`src/rtl/core/ntre_pkg.sv`:
```
// Shared types and constants for the NDEF text record extractor.
// Holds the controller/datapath command and status structs and the address selects.
// No dependencies.
package ntre_pkg;

  localparam int unsigned MaxImageBytesDef = 64;
  localparam int unsigned ResultLimit      = 64;

  localparam logic [7:0] TnfMask      = 8'h07;
  localparam logic [7:0] TnfWellKnown = 8'h01;
  localparam logic [7:0] SrMask       = 8'h10;
  localparam logic [7:0] TypeText     = 8'h54;
  localparam logic [7:0] LangLenMask  = 8'h1F;
  localparam logic [7:0] TermZero     = 8'h00;
  localparam logic [7:0] TermFe       = 8'hFE;
  localparam logic [7:0] PrintLow     = 8'd32;
  localparam logic [7:0] PrintHigh    = 8'd126;
  localparam logic [7:0] SubstChar    = 8'd46;

  // read address sources, relative to the scan offset or the text pointer
  typedef enum logic [2:0] {
    AddrM3,
    AddrM2,
    AddrM1,
    AddrP0,
    AddrP1,
    AddrK
  } addr_sel_e;

  typedef struct packed {
    logic      load_wr;
    logic      scan_start;
    logic      next_off;
    logic      cap_hdr;
    logic      cap_tlen;
    logic      cap_plen;
    logic      cap_tbyte;
    logic      text_start;
    logic      take_char;
    logic      emit;
    logic      emit_last;
    logic      emit_nf;
    logic      clear;
    addr_sel_e addr_sel;
  } cmd_t;

  typedef struct packed {
    logic in_range;
    logic rec_ok;
    logic term;
    logic at_end;
    logic lim;
    logic has_pend;
    logic out_free;
  } sts_t;

endpackage

```
`src/rtl/core/ntre_ram.sv`:
```
// Generic single-port-write, single-port-read RAM with registered read data.
// No dependencies.
module ntre_ram #(
  parameter int unsigned Width = 8,
  parameter int unsigned Depth = 64,
  parameter int unsigned AddrW = $clog2(Depth)
) (
  input  logic             clk_i,
  input  logic             we_i,
  input  logic [AddrW-1:0] waddr_i,
  input  logic [Width-1:0] wdata_i,
  input  logic [AddrW-1:0] raddr_i,
  output logic [Width-1:0] rdata_o
);

  logic [Width-1:0] mem_q [Depth];
  logic [Width-1:0] rdata_q;

  always_ff @(posedge clk_i) begin
    if (we_i) begin
      mem_q[waddr_i] <= wdata_i;
    end
    rdata_q <= mem_q[raddr_i];
  end

  assign rdata_o = rdata_q;

endmodule

```
`src/rtl/core/ntre_datapath.sv`:
```
// Datapath of the NDEF text record extractor: image store, counters, record
// checks, text pointer and the output register. Depends on ntre_pkg, ntre_ram.
module ntre_datapath #(
  parameter int unsigned MaxImageBytes = ntre_pkg::MaxImageBytesDef
) (
  input  logic          clk_i,
  input  logic          rst_ni,
  input  ntre_pkg::cmd_t cmd_i,
  output ntre_pkg::sts_t sts_o,
  input  logic [7:0]    data_byte_i,
  output logic          out_valid_o,
  input  logic          out_ready_i,
  output logic [7:0]    text_char_o,
  output logic          found_o,
  output logic          last_char_o
);
  import ntre_pkg::*;

  localparam int unsigned CW = $clog2(MaxImageBytes + 1);
  localparam int unsigned PW = $clog2(MaxImageBytes + 257);
  localparam int unsigned AW = $clog2(MaxImageBytes);
  localparam int unsigned NW = $clog2(ResultLimit + 1);

  logic [CW-1:0] count_q, count_d;
  logic [CW-1:0] offset_q, offset_d;
  logic [PW-1:0] k_q, k_d;
  logic [PW-1:0] pend_q, pend_d;
  logic [NW-1:0] n_q, n_d;
  logic          has_pend_q, has_pend_d;
  logic          out_valid_q, out_valid_d;
  logic [7:0]    hdr_q, tlen_q, plen_q, tbyte_q, pchar_q;
  logic [7:0]    out_char_q, out_char_d;
  logic          out_found_q, out_found_d, out_last_q, out_last_d;

  logic [7:0]    rdata;
  logic [PW-1:0] off_w, cnt_w, pend_w, tstart_w, raddr_w;
  logic          we, out_free;
  logic [7:0]    mapped;

  assign off_w    = PW'(offset_q);
  assign cnt_w    = PW'(count_q);
  assign pend_w   = off_w + PW'(1) + PW'(plen_q);
  assign tstart_w = off_w + PW'(2) + PW'(rdata & LangLenMask);
  assign we       = cmd_i.load_wr && (count_q < CW'(MaxImageBytes));
  assign out_free = !out_valid_q || out_ready_i;
  assign mapped   = (rdata >= PrintLow && rdata <= PrintHigh) ? rdata : SubstChar;

  always_comb begin
    unique case (cmd_i.addr_sel)
      AddrM3:  raddr_w = off_w - PW'(3);
      AddrM2:  raddr_w = off_w - PW'(2);
      AddrM1:  raddr_w = off_w - PW'(1);
      AddrP0:  raddr_w = off_w;
      AddrP1:  raddr_w = off_w + PW'(1);
      AddrK:   raddr_w = k_q;
      default: raddr_w = k_q;
    endcase
  end

  ntre_ram #(
    .Width (8),
    .Depth (MaxImageBytes)
  ) u_store (
    .clk_i   (clk_i),
    .we_i    (we),
    .waddr_i (count_q[AW-1:0]),
    .wdata_i (data_byte_i),
    .raddr_i (raddr_w[AW-1:0]),
    .rdata_o (rdata)
  );

  always_comb begin
    sts_o.in_range = (off_w + PW'(2)) < cnt_w;
    sts_o.rec_ok   = ((hdr_q & TnfMask) == TnfWellKnown) && ((hdr_q & SrMask) != 8'h00) &&
                     (tlen_q == 8'd1) && (tbyte_q == TypeText) && (plen_q != 8'h00) &&
                     (pend_w <= cnt_w) && (tstart_w < pend_w);
    sts_o.term     = (rdata == TermZero) || (rdata == TermFe);
    sts_o.at_end   = (k_q + PW'(1)) == pend_q;
    sts_o.lim      = (n_q + NW'(1)) == NW'(ResultLimit);
    sts_o.has_pend = has_pend_q;
    sts_o.out_free = out_free;
  end

  always_comb begin
    count_d     = count_q;
    offset_d    = offset_q;
    k_d         = k_q;
    pend_d      = pend_q;
    n_d         = n_q;
    has_pend_d  = has_pend_q;
    out_valid_d = out_valid_q;
    out_char_d  = out_char_q;
    out_found_d = out_found_q;
    out_last_d  = out_last_q;

    if (we) begin
      count_d = count_q + CW'(1);
    end
    if (cmd_i.scan_start) begin
      offset_d = CW'(3);
    end
    if (cmd_i.next_off) begin
      offset_d = offset_q + CW'(1);
    end
    if (cmd_i.text_start) begin
      k_d        = tstart_w;
      pend_d     = pend_w;
      n_d        = '0;
      has_pend_d = 1'b0;
    end
    if (cmd_i.take_char) begin
      k_d        = k_q + PW'(1);
      n_d        = n_q + NW'(1);
      has_pend_d = 1'b1;
    end
    if (cmd_i.clear) begin
      count_d    = '0;
      offset_d   = '0;
      has_pend_d = 1'b0;
    end

    if (cmd_i.emit) begin
      out_valid_d = 1'b1;
      out_char_d  = cmd_i.emit_nf ? 8'h00 : pchar_q;
      out_found_d = !cmd_i.emit_nf;
      out_last_d  = cmd_i.emit_last || cmd_i.emit_nf;
    end else if (out_ready_i) begin
      out_valid_d = 1'b0;
    end
  end

  always_ff @(posedge clk_i or negedge rst_ni) begin
    if (!rst_ni) begin
      count_q     <= '0;
      offset_q    <= '0;
      n_q         <= '0;
      has_pend_q  <= 1'b0;
      out_valid_q <= 1'b0;
    end else begin
      count_q     <= count_d;
      offset_q    <= offset_d;
      n_q         <= n_d;
      has_pend_q  <= has_pend_d;
      out_valid_q <= out_valid_d;
    end
  end

  always_ff @(posedge clk_i) begin
    k_q         <= k_d;
    pend_q      <= pend_d;
    out_char_q  <= out_char_d;
    out_found_q <= out_found_d;
    out_last_q  <= out_last_d;
    if (cmd_i.cap_hdr) begin
      hdr_q <= rdata;
    end
    if (cmd_i.cap_tlen) begin
      tlen_q <= rdata;
    end
    if (cmd_i.cap_plen) begin
      plen_q <= rdata;
    end
    if (cmd_i.cap_tbyte) begin
      tbyte_q <= rdata;
    end
    if (cmd_i.take_char) begin
      pchar_q <= mapped;
    end
  end

  assign out_valid_o = out_valid_q;
  assign text_char_o = out_char_q;
  assign found_o     = out_found_q;
  assign last_char_o = out_last_q;

  assert property (@(posedge clk_i) disable iff (!rst_ni)
    count_q <= CW'(MaxImageBytes))
    else $error("image byte count beyond store depth");

  assert property (@(posedge clk_i) disable iff (!rst_ni)
    cmd_i.emit |-> out_free)
    else $error("result loaded over an untaken result");

  assert property (@(posedge clk_i) disable iff (!rst_ni)
    n_q <= NW'(ResultLimit))
    else $error("text character count beyond limit");

  assert property (@(posedge clk_i) disable iff (!rst_ni)
    out_valid_q && out_found_q |-> out_char_q >= PrintLow && out_char_q <= PrintHigh)
    else $error("non-printable text character emitted");

endmodule

```
`src/rtl/core/ntre_ctrl.sv`:
```
// Controller state machine of the NDEF text record extractor: image load,
// offset scan, record check and text emission. Depends on ntre_pkg.
module ntre_ctrl (
  input  logic          clk_i,
  input  logic          rst_ni,
  input  logic          in_valid_i,
  input  logic          in_last_i,
  output logic          in_ready_o,
  input  ntre_pkg::sts_t sts_i,
  output ntre_pkg::cmd_t cmd_o
);
  import ntre_pkg::*;

  localparam logic [3:0] S_LOAD  = 4'd0;
  localparam logic [3:0] S_SCAN  = 4'd1;
  localparam logic [3:0] S_RD1   = 4'd2;
  localparam logic [3:0] S_RD2   = 4'd3;
  localparam logic [3:0] S_RD3   = 4'd4;
  localparam logic [3:0] S_RD4   = 4'd5;
  localparam logic [3:0] S_CHK   = 4'd6;
  localparam logic [3:0] S_TADDR = 4'd7;
  localparam logic [3:0] S_TDATA = 4'd8;
  localparam logic [3:0] S_FLUSH = 4'd9;
  localparam logic [3:0] S_NF    = 4'd10;

  logic [3:0] state_q, state_d;

  assign in_ready_o = (state_q == S_LOAD);

  always_comb begin
    state_d        = state_q;
    cmd_o          = '0;
    cmd_o.addr_sel = AddrK;

    unique case (state_q)
      S_LOAD: begin
        if (in_valid_i) begin
          cmd_o.load_wr = 1'b1;
          if (in_last_i) begin
            cmd_o.scan_start = 1'b1;
            state_d          = S_SCAN;
          end
        end
      end
      S_SCAN: begin
        if (sts_i.in_range) begin
          cmd_o.addr_sel = AddrM3;
          state_d        = S_RD1;
        end else begin
          state_d = S_NF;
        end
      end
      S_RD1: begin
        cmd_o.cap_hdr  = 1'b1;
        cmd_o.addr_sel = AddrM2;
        state_d        = S_RD2;
      end
      S_RD2: begin
        cmd_o.cap_tlen = 1'b1;
        cmd_o.addr_sel = AddrM1;
        state_d        = S_RD3;
      end
      S_RD3: begin
        cmd_o.cap_plen = 1'b1;
        cmd_o.addr_sel = AddrP0;
        state_d        = S_RD4;
      end
      S_RD4: begin
        cmd_o.cap_tbyte = 1'b1;
        cmd_o.addr_sel  = AddrP1;
        state_d         = S_CHK;
      end
      S_CHK: begin
        // status byte is on the read port here
        if (sts_i.rec_ok) begin
          cmd_o.text_start = 1'b1;
          state_d          = S_TADDR;
        end else begin
          cmd_o.next_off = 1'b1;
          state_d        = S_SCAN;
        end
      end
      S_TADDR: begin
        state_d = S_TDATA;
      end
      S_TDATA: begin
        if (!sts_i.has_pend) begin
          if (sts_i.term) begin
            // empty text, resume at the next offset
            cmd_o.next_off = 1'b1;
            state_d        = S_SCAN;
          end else begin
            cmd_o.take_char = 1'b1;
            state_d         = (sts_i.at_end || sts_i.lim) ? S_FLUSH : S_TADDR;
          end
        end else if (sts_i.term) begin
          state_d = S_FLUSH;
        end else if (sts_i.out_free) begin
          cmd_o.emit      = 1'b1;
          cmd_o.take_char = 1'b1;
          state_d         = (sts_i.at_end || sts_i.lim) ? S_FLUSH : S_TADDR;
        end
      end
      S_FLUSH: begin
        if (sts_i.out_free) begin
          cmd_o.emit      = 1'b1;
          cmd_o.emit_last = 1'b1;
          cmd_o.clear     = 1'b1;
          state_d         = S_LOAD;
        end
      end
      S_NF: begin
        if (sts_i.out_free) begin
          cmd_o.emit    = 1'b1;
          cmd_o.emit_nf = 1'b1;
          cmd_o.clear   = 1'b1;
          state_d       = S_LOAD;
        end
      end
      default: begin
        state_d = S_LOAD;
      end
    endcase
  end

  always_ff @(posedge clk_i or negedge rst_ni) begin
    if (!rst_ni) begin
      state_q <= S_LOAD;
    end else begin
      state_q <= state_d;
    end
  end

  assert property (@(posedge clk_i) disable iff (!rst_ni)
    cmd_o.load_wr |-> state_q == S_LOAD)
    else $error("store written outside image load");

  assert property (@(posedge clk_i) disable iff (!rst_ni)
    state_q == S_TDATA && !sts_i.has_pend |-> !cmd_o.emit)
    else $error("emit without a held character");

  assert property (@(posedge clk_i) disable iff (!rst_ni)
    cmd_o.scan_start |=> state_q == S_SCAN)
    else $error("scan did not start after last byte");

endmodule

```
`src/rtl/core/ndef_text_record_extractor.sv`:
```
// NDEF short text record extractor, top level. Depends on ntre_pkg, ntre_ctrl,
// ntre_datapath. Image bytes load at one per cycle while in the load state; after
// the last byte each candidate offset passes a scan state, four header reads and a
// check, and each text character an address and a data state, as the image store
// has a single registered read port. Reset clears the state machine, counters and
// output valid; store contents are left as they are.
module ndef_text_record_extractor #(
  parameter int unsigned MaxImageBytes = ntre_pkg::MaxImageBytesDef
) (
  input  logic       clk_i,
  input  logic       rst_ni,
  input  logic       s_axis_tvalid_i,
  output logic       s_axis_tready_o,
  input  logic [7:0] s_axis_tdata_i,   // [7:0] data_byte
  input  logic       s_axis_tlast_i,   // last_byte
  output logic       m_axis_tvalid_o,
  input  logic       m_axis_tready_i,
  output logic [7:0] m_axis_tdata_o,   // [7:0] text_char
  output logic       m_axis_tuser_o,   // [0] found
  output logic       m_axis_tlast_o    // last_char
);
  import ntre_pkg::*;

  cmd_t cmd;
  sts_t sts;

  ntre_ctrl u_ctrl (
    .clk_i      (clk_i),
    .rst_ni     (rst_ni),
    .in_valid_i (s_axis_tvalid_i),
    .in_last_i  (s_axis_tlast_i),
    .in_ready_o (s_axis_tready_o),
    .sts_i      (sts),
    .cmd_o      (cmd)
  );

  ntre_datapath #(
    .MaxImageBytes (MaxImageBytes)
  ) u_datapath (
    .clk_i       (clk_i),
    .rst_ni      (rst_ni),
    .cmd_i       (cmd),
    .sts_o       (sts),
    .data_byte_i (s_axis_tdata_i),
    .out_valid_o (m_axis_tvalid_o),
    .out_ready_i (m_axis_tready_i),
    .text_char_o (m_axis_tdata_o),
    .found_o     (m_axis_tuser_o),
    .last_char_o (m_axis_tlast_o)
  );

endmodule
```
`config.mk`:
```
export PLATFORM = sky130hd
export DESIGN_NAME = ndef_text_record_extractor
export DESIGN_NICKNAME = d
export VERILOG_FILES = /design/src/rtl/core/ntre_pkg.sv /design/src/rtl/core/ntre_ram.sv /design/src/rtl/core/ntre_datapath.sv /design/src/rtl/core/ntre_ctrl.sv /design/src/rtl/core/ndef_text_record_extractor.sv
export SDC_FILE = /design/constraint.sdc
export NUM_CORES = 1
export LEC_CHECK = 0
export BUFFER_PORTS_ARGS = -buffer_cell sky130_fd_sc_hd__buf_2
export CORE_MARGIN = 2
export CORE_UTILIZATION = 40
export CTS_CLUSTER_SIZE = 25
export DETAILED_ROUTE_END_ITERATION = 10
export GPL_TIMING_DRIVEN = 0
export PLACE_DENSITY = 0.56
export SLEW_MARGIN = 40
export SYNTH_ARGS = -nofsm -noshare
export SYNTH_HDL_FRONTEND = slang
export SYNTH_SLANG_ARGS = --single-unit
```
`constraint.sdc`:
```
create_clock -name clk_i -period 11.4 [get_ports clk_i]
set_input_delay 1.14 -clock clk_i [delete_from_list [all_inputs] [get_ports clk_i]]
set_output_delay 1.14 -clock clk_i [all_outputs]
set_load 0.005 [all_outputs]
```
Word-level counts from Yosys, hierarchy flattened --
Memories as Yosys holds them, arrays and structs flattened. A register that Yosys moved wholly into a read port is not among the register bits. Cells that the tools add are included.
Word-level totals: register bits 92, bits in writable memories 512, output and inout port bits 12, word-level logic and storage cells 137, memories 1
Operators by class: add/sub/neg operators 11, magnitude comparators 6, equality and inequality tests 24, multiplexer cells 54, reduce and logical (&&, ||, !) cells 25
Memory list:
- u_datapath.u_store.mem_q | depth 64, width 8, rd ports 1, clocked after Yosys merged registers in 1, write ports 1, line ntre_ram.sv:16 | logic [Width-1:0] mem_q [Depth];
Operators by type and width (count):
- $mux 7 | 7
- $pmux 4 s10 | 1
- $mux 4 | 9
- $pmux 6 s5 | 1
- $mux 1 | 24
- $add 7x1->7 const B | 3
- $mux 9 | 2
- $eq 4x3->1 const B | 4
- $pmux 3 s5 | 1
- $eq 4x4->1 const B | 3
- $sub 6x2->6 const B | 2
- $add 8x5->9 | 1
- $add 8x8->9 | 1
- $add 9x1->9 const B | 1
- $eq 9x9->1 | 1
- $le 9x7->1 | 1
- $lt 9x7->1 | 1
- $lt 9x9->1 | 1
- $add 7x1->8 const B | 1
- $add 7x2->8 const B | 1
- $eq 4x2->1 const B | 2
- $eq 8x1->1 const B | 1
- $eq 8x7->1 const B | 1
- $eq 8x8->1 const B | 1
- 27 further kinds | 49

Longest topological paths before layout --
depth in word-level cells 12, gate-level depth with buffers 22, mapped depth without buffers 20

Hierarchy --
From an unflattened synthesis, not the netlist that was laid out.
Unflattened totals: cell total of the unflattened synthesis 1495, area, all modules 25909.8 µm²
By module, submodules not included:
- ntre_ram | times used 1, cells an instance 940, area an instance 20166.8 µm², seq. area each 15534.9 µm²
- ntre_datapath | times used 1, cells an instance 486, area an instance 5225.0 µm², seq. area each 2497.4 µm²
- ntre_ctrl | times used 1, cells an instance 69, area an instance 518.0 µm², seq. area each 100.1 µm²

Worst setup path after synthesis --
Ideal clock, no wire load.
path kind flip-flop to flip-flop, start register u_datapath.offset_q[1], end register u_datapath.k_q[0], enable pin, arrival time 3.962 ns, data required time 11.071 ns, setup slack 7.109 ns, stages on the path, launching flop included 19, period minus slack after synthesis 4.291 ns, cells stage by stage dfrtp_1 ha_1 nor2b_1 or2_2 ha_1 a21oi_1 o21bai_1 a2111oi_0 nor3_1 xor2_1 inv_1 ha_1 nand2_1 nand4b_1 a211o_1 nor2_1 o2111a_1 nor2_1 inv_1
RTL lines:
- start: declaration | line ntre_datapath.sv:25 | logic [CW-1:0] offset_q, offset_d;
- start signal: assignment | line ntre_datapath.sv:141 | offset_q <= offset_d;
- end signal: assignment | line ntre_datapath.sv:149 | k_q <= k_d;
- end: declaration | line ntre_datapath.sv:26 | logic [PW-1:0] k_q, k_d;

Final worst setup path --
start register u_datapath.offset_q[1], end register u_datapath.u_store.rdata_q[1] (netlist: u_datapath.u_store.rdata_o[1]) (read register of u_datapath.u_store.mem_q)
Between the ends: cells in the longest elaborated chain, start to end 6
RTL lines:
- $add 7x2->8 | line ntre_datapath.sv:73 | sts_o.in_range = (off_w + PW'(2)) < cnt_w;
- $lt 9x7->1 | line ntre_datapath.sv:73
- $mux 3 | line ntre_ctrl.sv:46 | if (sts_i.in_range) begin
- $pmux 3 s5 | line ntre_ctrl.sv:35 | unique case (state_q)
- $eq 3x3->1 (tied with other cells) | line ntre_datapath.sv:49 | unique case (cmd_i.addr_sel)
- $pmux 6 s5 * | line ntre_datapath.sv:49
- end: declaration | line ntre_ram.sv:17 | logic [Width-1:0] rdata_q;
Mark *: on every way between the ends. The rest lies on a longest branch, timed or not. A chain may end at the register's enable or synchronous reset.

==> impl_metrics.env <==
export IMPL_avgViaCountPerCell=5.89
export IMPL_fin_crit_ns=6.21
export IMPL_nets=2272
export IMPL_reg2reg_slack_ns=5.19
export IMPL_grt_max_degree=65
export IMPL_start_util_pct=40.4
export IMPL_yosys_most_used_dff="edfxtp_1"
export IMPL_drt_pass1_iter_count=7
export IMPL_fmax_mhz=161
export IMPL_vias=18417
export IMPL_postRouteAntennaNets=0
export IMPL_crit_type="reg -> reg"
export IMPL_port_buffer_count=24
export IMPL_synth_seq_cells=611
export IMPL_core_um2=65700
export IMPL_yosys_warnings=0
export IMPL_place_hpwl_um=61600
export IMPL_cap_violations=0
export IMPL_cts_setup_buffers=0
export IMPL_synth_edf_count=576
export IMPL_status="finished, final reports clean"
export IMPL_syn2layout_area_growth_pct=13.6
export IMPL_die_h_um=262
export IMPL_clock_sinks=611
export IMPL_finalClockSkew_ns=0.0459
export IMPL_drc=0
export IMPL_io_pins=25
export IMPL_worstHoldPathCells=1
export IMPL_endpoint="u_datapath.u_store.rdata_o[1]"
export IMPL_syn_avg_cell_area_um2=12.6
export IMPL_gp_congestion=0.976
export IMPL_antenna_found_initial=4
export IMPL_startpoint="u_datapath.offset_q[1]"
export IMPL_globalRouteOverflowTotal=0
export IMPL_cp_max_fo=10
export IMPL_fin_setup_tns_ns=0
export IMPL_wl_um=92200
export IMPL_dieArea_um2=68500
export IMPL_hold_viol=0
export IMPL_cts_buffer_depth=3
export IMPL_cts_root_buf="clkbuf_16"
export IMPL_slew_violations=0
export IMPL_path_clk_slew_ns=0.07
export IMPL_start_kind="flop"
export IMPL_reg2reg_to="u_datapath.u_store.rdata_o[1]"
export IMPL_gr_usage_all_layers_pct=27.1
export IMPL_ys_seq_area_share_pct=68.3
export IMPL_final_cell_mix="edfxtp_1 (576), nand2_1 (454), nand3_1 (219)"
export IMPL_synth_async_reset_ratio_pct=4.42
export IMPL_clkLatencyLatePin_ns=0.63
export IMPL_cts_tree="yes"
export IMPL_worstMarginPinSlew_ns=0.907
export IMPL_htreeDepth=3
export IMPL_n_antenna_cell=0
export IMPL_ctsResizeCount=0
export IMPL_synth_distinct_cells=79
export IMPL_postCtsHoldBufs=0
export IMPL_r2r_start="u_datapath.offset_q[1]"
export IMPL_critPathArrivalTime_ns=6.68
export IMPL_syn_area_um2=26600
export IMPL_final_core_util_pct=45.9
export IMPL_layoutNonFillerInstCount=3128
export IMPL_cts_made_buffers=68
export IMPL_critPathCaptureType="flop"
export IMPL_slew_headroom_pct=39.1
export IMPL_drive_gt1_share_pct=13.9
export IMPL_worstRegToRegCells=17
export IMPL_hold_class="reg -> reg"
export IMPL_place_inst=3009
export IMPL_first_global_vias=17749
export IMPL_layout_commonest_cell="edfxtp_1"
export IMPL_setup_viol_count_final=0
export IMPL_rows=94
export IMPL_drtIter0Drc=2344
export IMPL_min_period_over_period_pct=54.5
export IMPL_grt_pass1_wl_um=129000
export IMPL_cp_required_ns=11.87
export IMPL_grt_setup_unrepaired="false"
export IMPL_synthCells=2115
export IMPL_dieWidth_um=262
export IMPL_drt_wirelength_per_cell_um=29.5
==> through the flow <==
| step | hold WS (ns) | setup WS (ns) | instance area, um^2 |
|---|---|---|---|
| 6_report | 0.520 | 5.19 | 30200 |
| 3_3_place_gp | 0.504 | 5.15 | 27800 |
| 5_1_grt | 0.535 | 5.01 | 30200 |
| 4_1_cts | 0.523 | 5.41 | 30100 |
| 2_1_floorplan | 0.479 | 7.11 | 26600 |
| 3_5_place_dp | 0.512 | 5.42 | 28000 |
==> synthesized netlist by cell type, types with 4 or more instances <==
master    instances  area (um^2)
xor2_1           21          184
dfrtp_1          27          676
nand4_1          11         68.8
edfxtp_1        576        17300
mux2i_1          58          581
a31o_2            5         43.8
a31oi_1          26          163
a32o_1            5         50.1
a32oi_1           5         43.8
nor4_1           10         62.6
buf_2            56          280
a311oi_1          9         78.8
nor2_1          112          420
ha_1             41          513
o21bai_1          4         30.0
mux2_2            5         56.3
o31ai_1           4         30.0
a31o_1            4         35.0
or2_2             4         25.0
dfxtp_1           8          160
nand3_1         219         1100
a21oi_1          67          335
nor3_1           21          105
and2_1           14         87.6
o21a_1            8         60.1
and3_1           37          231
nand2_1         454         1700
nand2b_1         11         68.8
o211ai_1          4         30.0
buf_6             7         78.8
o22ai_1           5         31.3
xnor2_1          25          219
inv_1            39          146
a211oi_1         14          105
nor2b_1           7         43.8
or3_1            10         62.6
a21boi_0          4         30.0
buf_4            24          180
o21ai_0          35          175
clkbuf_1         27          101
a221o_1           7         70.1
a221oi_1         12          105
o21ai_1           5         25.0
a21o_1           14          105
==> flip-flops by register name, summed over array words and instances, names as in the netlist, 7 cells and up <==
signal	flops
u_datapath.plen_q	8
u_datapath.pchar_q	8
u_datapath.tbyte_q	8
u_datapath.pend_q	9
u_datapath.offset_q	7
u_datapath.text_char_o	8
u_datapath.count_q	7
u_datapath.u_store.mem_q	512
u_datapath.n_q	7
u_datapath.k_q	9
u_datapath.tlen_q	8
u_datapath.u_store.rdata_o	8
==> worst min-delay path by stage <==
stage	slack [ns]	endpoint	from
2_1_floorplan	0.48	u_datapath.plen_q[5]	u_datapath.u_store.rdata_o[5]
6_report	0.52	u_datapath.n_q[0]	u_datapath.n_q[0]
3_3_place_gp	0.50	u_datapath.text_char_o[0]	u_datapath.pchar_q[0]
3_5_place_dp	0.51	u_datapath.n_q[0]	u_datapath.n_q[0]
5_1_grt	0.53	u_datapath.text_char_o[5]	u_datapath.pchar_q[5]
4_1_cts	0.52	u_datapath.n_q[0]	u_datapath.n_q[0]
==> worst max-delay path, stage by stage (launching register included) <==
cell and delay [ns]:
dfrtp_1 0.53, ha_1 0.38, and3_1 0.24, xnor2_1 0.34, inv_1 0.13, ha_1 0.31, nand2_1 0.10, nor2_1 0.08
a211oi_4 0.46, a21oi_1 0.19, o22ai_2 0.54, buf_2 0.52, buf_2 0.40, buf_2 0.46, nand3_1 0.14, a31oi_1 0.54
o21ai_0 0.27, a2bb2oi_1 0.41
==> routing by layer <==
metal / track usage [%] / up-vias / part of all wire [%]
met4: 14.6 / 2 / 6.1
met5: 0 / - / 0.014
met2: 44.2 / 997 / 47
li1: - / 7989 / -
met1: 33.7 / 9172 / 38
met3: 5.79 / 257 / 8.8
==> layout make-up <==
class / instances / area, um^2
fillers: 5924 / 35600
flip-flops and latches: 611 / 18100
well taps: 864 / 1080
clock buffers: 90 / 1840
multi-input cells: 1348 / 7810
plain buffers: 116 / 654
clock inverters: 29 / 320
repair buffers: 29 / 175
inverters: 41 / 154
==> kinds of logic after synthesis <==
kind of cell,synth area share [%]
and+or+nand+nor,15.3
xor gates and xnor gates,1.52
DFF,68.3
adders and majority gates,2.16
muxes,2.57
other,0.0141
AOI/OAI and AO/OA,7.10
buffers and inverters,3.02
Power is left out: the tool's default activity adds up to more than one toggle a clock period on the data nets, which glitch-free logic cannot reach.
